<file path="src/design/lbl_pkg.sv">
package lbl_pkg;

   localparam logic [7:0] MARKER_CHAR   = 8'h3c;
   localparam logic [7:0] ASCII_LIMIT   = 8'h80;
   localparam logic [7:0] LEAD2_LOW     = 8'hc2;
   localparam logic [7:0] LEAD2_HIGH    = 8'hdf;
   localparam logic [7:0] LEAD3_LOW     = 8'he0;
   localparam logic [7:0] LEAD3_HIGH    = 8'hef;
   localparam logic [7:0] LEAD4_LOW     = 8'hf0;
   localparam logic [7:0] LEAD4_HIGH    = 8'hf4;
   localparam logic [7:0] CONTROL_LIMIT = 8'h20;
   localparam logic [7:0] DELETE_CHAR   = 8'h7f;
   localparam logic [7:0] COUNT_MAX     = 8'hff;
   localparam logic [7:0] MAX_LENGTH_RESET = 8'd128;

   localparam logic [20:0] MIN_THREE_BYTE = 21'h000800;
   localparam logic [20:0] MIN_FOUR_BYTE  = 21'h010000;
   localparam logic [20:0] SURROGATE_LOW  = 21'h00d800;
   localparam logic [20:0] SURROGATE_HIGH = 21'h00dfff;
   localparam logic [20:0] CODE_POINT_MAX = 21'h10ffff;

   typedef enum logic [2:0] {
      REASON_OK       = 3'd0,
      REASON_EMPTY    = 3'd1,
      REASON_TOO_LONG = 3'd2,
      REASON_MARKER   = 3'd3,
      REASON_BAD_UTF8 = 3'd4,
      REASON_CONTROL  = 3'd5
   } reason_type;

   typedef struct packed {
      logic [1:0]  bytes_pending;
      logic [1:0]  sequence_size;
      logic [20:0] code_point;
      logic        encoding_error;
   } decode_state_type;

   typedef struct packed {
      logic [7:0] text_byte;
      logic       has_byte;
      logic       last;
   } item_type;

   typedef struct packed {
      logic       label_ok;
      reason_type fail_reason;
   } verdict_type;

endpackage

</file>
<file path="src/design/label_text_validator.sv">
// Label text validator. Each request word carries one byte of a label string, a has_byte
// flag and a last mark; the word marked last yields one response giving the verdict and the
// first failing reason (empty, too long, "<<<" prefix, bad UTF-8, control byte). A word is
// taken every cycle: an input register feeds the per-string state update and verdict logic,
// and a result register drives the response, so a last word passes the input register and then
// the result register before rsp_valid rises. The input stalls only while the result register
// holds an untaken response and the input register holds a last word. max_length resets to 128.
// The user must write it through the csr port only while idle; the block does not enforce it.
module label_text_validator (
   input  logic       clock,
   input  logic       reset,
   input  logic       req_valid,
   output logic       req_ready,
   input  logic [7:0] req_text_byte,
   input  logic       req_has_byte,
   input  logic       req_last,
   output logic       rsp_valid,
   input  logic       rsp_ready,
   output logic       rsp_label_ok,
   output logic [2:0] rsp_fail_reason,
   input  logic       csr_valid,
   output logic       csr_ready,
   input  logic [7:0] csr_max_length
);
   import lbl_pkg::*;

   item_type    in_item_ff, in_item_in;
   logic        in_valid_ff, in_valid_in;
   verdict_type rsp_ff, rsp_in;
   logic        rsp_valid_ff, rsp_valid_in;
   logic [7:0]  max_length_ff, max_length_in;
   verdict_type verdict;
   logic        out_free;
   logic        advance;

   assign out_free  = !rsp_valid_ff || rsp_ready;
   // Words that end no string never need the result register.
   assign advance   = in_valid_ff && (!in_item_ff.last || out_free);
   assign req_ready = !in_valid_ff || advance;
   assign csr_ready = 1'b1;

   lbl_tracker u_tracker (
      .clock      (clock),
      .reset      (reset),
      .step       (advance),
      .item       (in_item_ff),
      .max_length (max_length_ff),
      .verdict    (verdict)
   );

   always_comb begin
      in_item_in    = in_item_ff;
      in_valid_in   = in_valid_ff;
      rsp_in        = rsp_ff;
      rsp_valid_in  = rsp_valid_ff;
      max_length_in = max_length_ff;
      if (req_valid && req_ready) begin
         in_item_in  = '{text_byte: req_text_byte, has_byte: req_has_byte, last: req_last};
         in_valid_in = 1'b1;
      end else if (advance) begin
         in_valid_in = 1'b0;
      end
      if (advance && in_item_ff.last) begin
         rsp_in       = verdict;
         rsp_valid_in = 1'b1;
      end else if (rsp_ready) begin
         rsp_valid_in = 1'b0;
      end
      if (csr_valid) begin
         max_length_in = csr_max_length;
      end
   end

   always_ff @(posedge clock) begin
      in_item_ff <= in_item_in;
      rsp_ff     <= rsp_in;
      if (reset) begin
         in_valid_ff   <= 1'b0;
         rsp_valid_ff  <= 1'b0;
         max_length_ff <= MAX_LENGTH_RESET;
      end else begin
         in_valid_ff   <= in_valid_in;
         rsp_valid_ff  <= rsp_valid_in;
         max_length_ff <= max_length_in;
      end
   end

   assign rsp_valid       = rsp_valid_ff;
   assign rsp_label_ok    = rsp_ff.label_ok;
   assign rsp_fail_reason = rsp_ff.fail_reason;

endmodule

</file>
<file path="src/design/lbl_utf8_decoder.sv">
module lbl_utf8_decoder (
   input  lbl_pkg::decode_state_type cur_state,
   input  logic [7:0]                text_byte,
   output lbl_pkg::decode_state_type next_state
);
   import lbl_pkg::*;

   logic [20:0] shifted_point;

   assign shifted_point = {cur_state.code_point[14:0], text_byte[5:0]};

   always_comb begin
      next_state = cur_state;
      if (!cur_state.encoding_error) begin
         if (cur_state.bytes_pending == 2'd0) begin
            if (text_byte < ASCII_LIMIT) begin
               next_state = cur_state;
            end else if (text_byte >= LEAD2_LOW && text_byte <= LEAD2_HIGH) begin
               next_state.sequence_size = 2'd1;
               next_state.bytes_pending = 2'd1;
               next_state.code_point    = {16'd0, text_byte[4:0]};
            end else if (text_byte >= LEAD3_LOW && text_byte <= LEAD3_HIGH) begin
               next_state.sequence_size = 2'd2;
               next_state.bytes_pending = 2'd2;
               next_state.code_point    = {17'd0, text_byte[3:0]};
            end else if (text_byte >= LEAD4_LOW && text_byte <= LEAD4_HIGH) begin
               next_state.sequence_size = 2'd3;
               next_state.bytes_pending = 2'd3;
               next_state.code_point    = {18'd0, text_byte[2:0]};
            end else begin
               next_state.encoding_error = 1'b1;
            end
         end else if (text_byte[7:6] != 2'b10) begin
            next_state.encoding_error = 1'b1;
         end else begin
            next_state.bytes_pending = cur_state.bytes_pending - 2'd1;
            next_state.code_point    = shifted_point;
            if (cur_state.bytes_pending == 2'd1) begin
               // The sequence closes here: reject overlong, surrogate and out-of-range values.
               if ((cur_state.sequence_size == 2'd2 && shifted_point < MIN_THREE_BYTE) ||
                   (cur_state.sequence_size == 2'd3 && shifted_point < MIN_FOUR_BYTE) ||
                   (shifted_point >= SURROGATE_LOW && shifted_point <= SURROGATE_HIGH) ||
                   shifted_point > CODE_POINT_MAX) begin
                  next_state.encoding_error = 1'b1;
               end
               next_state.sequence_size = 2'd0;
               next_state.code_point    = 21'd0;
            end
         end
      end
   end

endmodule

</file>
<file path="src/design/lbl_tracker.sv">
module lbl_tracker (
   input  logic                 clock,
   input  logic                 reset,
   input  logic                 step,
   input  lbl_pkg::item_type    item,
   input  logic [7:0]           max_length,
   output lbl_pkg::verdict_type verdict
);
   import lbl_pkg::*;

   logic [7:0]       byte_count_ff, byte_count_in;
   logic             prefix_all_marker_ff, prefix_all_marker_in;
   logic             control_seen_ff, control_seen_in;
   decode_state_type decode_ff, decode_in;
   decode_state_type decode_next;
   logic [7:0]       count_next;
   logic             prefix_next;
   logic             control_next;
   reason_type       reason;

   lbl_utf8_decoder u_decoder (
      .cur_state  (decode_ff),
      .text_byte  (item.text_byte),
      .next_state (decode_next)
   );

   // State after this word is folded in, before any end-of-string clear.
   always_comb begin
      count_next   = byte_count_ff;
      prefix_next  = prefix_all_marker_ff;
      control_next = control_seen_ff;
      if (item.has_byte) begin
         if (byte_count_ff < 8'd3 && item.text_byte != MARKER_CHAR) begin
            prefix_next = 1'b0;
         end
         if (byte_count_ff != COUNT_MAX) begin
            count_next = byte_count_ff + 8'd1;
         end
         if (item.text_byte < CONTROL_LIMIT || item.text_byte == DELETE_CHAR) begin
            control_next = 1'b1;
         end
      end
   end

   always_comb begin
      if (count_next == 8'd0) begin
         reason = REASON_EMPTY;
      end else if (count_next > max_length) begin
         reason = REASON_TOO_LONG;
      end else if (count_next >= 8'd3 && prefix_next) begin
         reason = REASON_MARKER;
      end else if ((item.has_byte ? decode_next.encoding_error : decode_ff.encoding_error) ||
                   (item.has_byte ? decode_next.bytes_pending : decode_ff.bytes_pending)
                   != 2'd0) begin
         reason = REASON_BAD_UTF8;
      end else if (control_next) begin
         reason = REASON_CONTROL;
      end else begin
         reason = REASON_OK;
      end
      verdict.fail_reason = reason;
      verdict.label_ok    = (reason == REASON_OK);
   end

   always_comb begin
      byte_count_in        = byte_count_ff;
      prefix_all_marker_in = prefix_all_marker_ff;
      control_seen_in      = control_seen_ff;
      decode_in            = decode_ff;
      if (step) begin
         if (item.last) begin
            byte_count_in        = 8'd0;
            prefix_all_marker_in = 1'b1;
            control_seen_in      = 1'b0;
            decode_in            = '0;
         end else begin
            byte_count_in        = count_next;
            prefix_all_marker_in = prefix_next;
            control_seen_in      = control_next;
            if (item.has_byte) begin
               decode_in = decode_next;
            end
         end
      end
   end

   always_ff @(posedge clock) begin
      if (reset) begin
         byte_count_ff        <= 8'd0;
         prefix_all_marker_ff <= 1'b1;
         control_seen_ff      <= 1'b0;
         decode_ff            <= '0;
      end else begin
         byte_count_ff        <= byte_count_in;
         prefix_all_marker_ff <= prefix_all_marker_in;
         control_seen_ff      <= control_seen_in;
         decode_ff            <= decode_in;
      end
   end

endmodule
</file>
<file path="config.mk">
export PLATFORM = sky130hd
export DESIGN_NAME = label_text_validator
export DESIGN_NICKNAME = d
export VERILOG_FILES = /design/src/design/lbl_pkg.sv /design/src/design/label_text_validator.sv /design/src/design/lbl_utf8_decoder.sv /design/src/design/lbl_tracker.sv
export SDC_FILE = /design/constraint.sdc
export NUM_CORES = 1
export LEC_CHECK = 0
export BUFFER_PORTS_ARGS = -buffer_cell sky130_fd_sc_hd__buf_2
export CAP_MARGIN = 10
export CORE_ASPECT_RATIO = 1.2
export CORE_UTILIZATION = 35
export DETAILED_ROUTE_END_ITERATION = 16
export PLACE_DENSITY = 0.6
export SYNTH_ARGS = -nofsm -noshare
export SYNTH_HDL_FRONTEND = slang
export SYNTH_SLANG_ARGS = --single-unit
</file>
<file path="constraint.sdc">
create_clock -name clock -period 4.2 [get_ports clock]
set_clock_uncertainty 0.2 [all_clocks]
set_input_delay 1.05 -clock clock [delete_from_list [all_inputs] [get_ports clock]]
set_output_delay 1.05 -clock clock [all_outputs]
set_load 0.02 [all_outputs]
</file>
==> qor.csv <==
metric,value,unit
global-route wire length before repair,10850,um
Max Cap Viol,0,
Root Driver,clkbuf_8,
syn avg cell area,8.695,um^2
post-synthesis to final-layout area growth,10.31,%
Mapped Cells,335,
diode count,0,
"antenna viol nets, final",0,
CTS sink cnt,54,
vias in the first global route,2307,
Flop pwr share,56.5,%
syn_nets,369,
worst path bufs/invs,1,
number of antenna violations at the first check in global routing,0,
via count,2477,
setup TNS,0,ps
P_sw,0.0002550,W
drt first-iter violations,190,
fin crit share,78.39,%
largest net degree at the start of global routing,35,
"Hold Violations, Final",0,
Crit path top cell by count,ha_1,
Die Area,0.008692,mm^2
ys async rst share,0,%
Power Density,311.3,mW/mm^2
TritonCTS clock tree,built,
final setup fails,0,
Pint,0.0007454,W
setup bufs post-CTS,0,
Clk pwr share,33.6,%
"Max FO, Critical Path",7,
sequential-to-total area share from yosys stat,41.92,%
Core Area,0.008108,mm^2
Synth area leaders,"dfxtp_1 27%, edfxtp_1 14%, ha_1 4.7%",
Yosys cell types,59,
"Warnings, synthesis",0,
RSZ-0062 raised after global routing,no,
Longest Clk Path Bufs,2,
Critical Path End Type,flip-flop,
worst hold slack,258.1,ps
CTS H-tree depth,2,
minimum clock period,3292,ps
Leakage,1.260,nW
total wire length,6443,um
status,"finished, violations left",
maximum vdd drop,184.2,uV
synthesized flop and latch total,54,
num rows,36,
Worst setup SP type,flip-flop,
crit path kind,reg -> reg,
via-per-instance ratio,5.504,
IO Port Bufs,28,
DR WL/cell,14.32,um
# DRC,1,
iteration count of the initial detailed-routing pass,10,
die span in x,85.28,um
die height,101.9,um
main flop type after synthesis,dfxtp_1,
most common cell in the netlist,dfxtp_1,
Rel. slew slack,27.50,%
Starting Density,35.93,%
Layout Nets,388,
"EDFF count, synth",14,
WP data required,4070,ps
dominant cell type by area after synthesis,dfxtp_1,
"Reg clk slew, reported paths",110,ps
cts hold-fix bufs,0,
WP data arrival,3170,ps
"slowest stage delay, CP",450,ps
Net Sw Frac,25.49,%
placed insts,442,
number of clock buffers inserted by TritonCTS,5,
Tot GR Track Use,15.79,%
gpl congestion,0.8754,
Slowest cell on crit path,dfxtp_1,
DP HPWL,4760,um
"Slew Viols, Final",0,
clock latency on the worst-skew pair,320,ps
largest delay contributor family on the critical path,compound AO/OA/AOI/OAI gates,
worst hold path type,reg -> reg,
Pwr Total,0.001000,W
Slew @ Worst Pin,1081,ps
achievable frequency,303.7,MHz
fin cells,450,
cells resized by post-CTS repair,0,
Synth top cells by count,"40 x dfxtp_1, 34 x nand2_1, 29 x nor2_1",
Overflow after GRT,0,
synthesized cell area,0.002913,mm^2
failing checks,DRC,
share of layout cells above drive strength 1,13.52,%
combinational share of power,9.9,%
top-area cell type share of the netlist area,27.49,%
IO Count,30,
crit path cell chain,ha_1 -> nand3_1 -> o21a_1 -> nand2_1 -> and2_2 -> inv_2 -> ha_1 -> nor2b_1 -> o21ai_1 -> a21oi_1 -> o21ai_0 -> o211ai_1 -> and3_1,
## kinds of logic (layout without fill, tap and decap cells)
group	after synthesis	after routing	synth area share, %
AND/OR/NAND/NOR	133	133	23.07
AO/OA/AOI/OAI	85	85	19.80
flip-flops	54	54	41.92
buffers and inverters	36	56	5.241
adder cells (fa/ha/maj)	11	11	4.725
multiplexers	11	11	3.909
XOR/XNOR	4	4	1.203
other	1	1	0.1287
## state kept, by name, summed over array words and instances, names as in the netlist, 3 cells and up
register / cells
max_length_ff: 8
u_tracker.decode_ff: 20
in_item_ff: 10
rsp_fail_reason: 3
u_tracker.byte_count_ff: 8
## cells in the final DEF, fill, tap and decap left out, types with 4 or more instances in the layout
cell type	count
o21ai_1	7
or4_1	6
clkbuf_8	5
and3_1	6
edfxtp_1	14
dfxtp_1	40
a31o_1	5
nor3_1	7
mux2i_1	8
a22oi_1	6
nand3_1	22
a21oi_1	25
nand2_1	34
nor4_1	6
nor2b_1	5
nor2_1	29
o21ai_0	7
nand4_1	4
buf_2	28
o211ai_1	6
ha_1	11
inv_1	16
## metrics by stage
| step | instance area (um^2) | utilization, % | setup slack (ps) |
|---|---|---|---|
| 5_1_grt | 3213 | 39.63 | 625.1 |
| 2_1_floorplan | 2913 | - | 1262 |
| 3_3_place_gp | 3102 | 38.26 | 1076 |
| 4_1_cts | 3213 | 39.63 | 913.9 |
| 3_5_place_dp | 3102 | 38.26 | 947.6 |
| 6_report | 3213 | 39.63 | 907.5 |
## final timing paths
path	from	slack, ps	end	depth (start not counted)
hold / removal	u_tracker.decode_ff[12]	260	u_tracker.decode_ff[12]	2
setup reg to reg	u_tracker.byte_count_ff[0]	910	rsp_fail_reason[1]	13
hold reg to reg	u_tracker.decode_ff[12]	260	u_tracker.decode_ff[12]	2
setup / recovery	u_tracker.byte_count_ff[0]	910	rsp_fail_reason[1]	13
## routing by layer
layer / GRT usage, % / wire length, um / vias to the layer above
met5: 0 / 0 / -
met4: 6.026 / 119 / 0
met3: 2.746 / 255 / 10
met2: 27.17 / 3103 / 56
met1: 19.90 / 2965 / 1139
li1: - / - / 1272
## power by group through the flow
stage / sequential (W) / clock, W / combinational (W)
final: 0.000565 / 0.000336 / 0.0000991
after floorplan: 0.000570 / 0 / 0.0000751
after detailed placement: 0.000577 / 0 / 0.0000990
after global placement: 0.000577 / 0 / 0.0000984
after global routing: 0.000568 / 0.000363 / 0.000112
after CTS: 0.000565 / 0.000346 / 0.0000996
## tightest hold or removal path: cells and delay by family (launching register included)
kind | cells | cell delay [ps]
flip-flops | 1 | 330
AO/OA/AOI/OAI | 1 | 50
AND/OR/NAND/NOR | 1 | 50
## area by class of cell
type                            instances  area [um^2]
Clock inverter                          2        17.52
Inverter                               18        67.56
Multi-Input combinational cell        245         1539
Fill cell                             855         4895
Timing Repair Buffer                   30        155.1
Sequential cell                        54         1221
Tap cell                               95        118.9
Clock buffer                            6        93.84
Note: power is estimated with default switching activity, not from simulation.
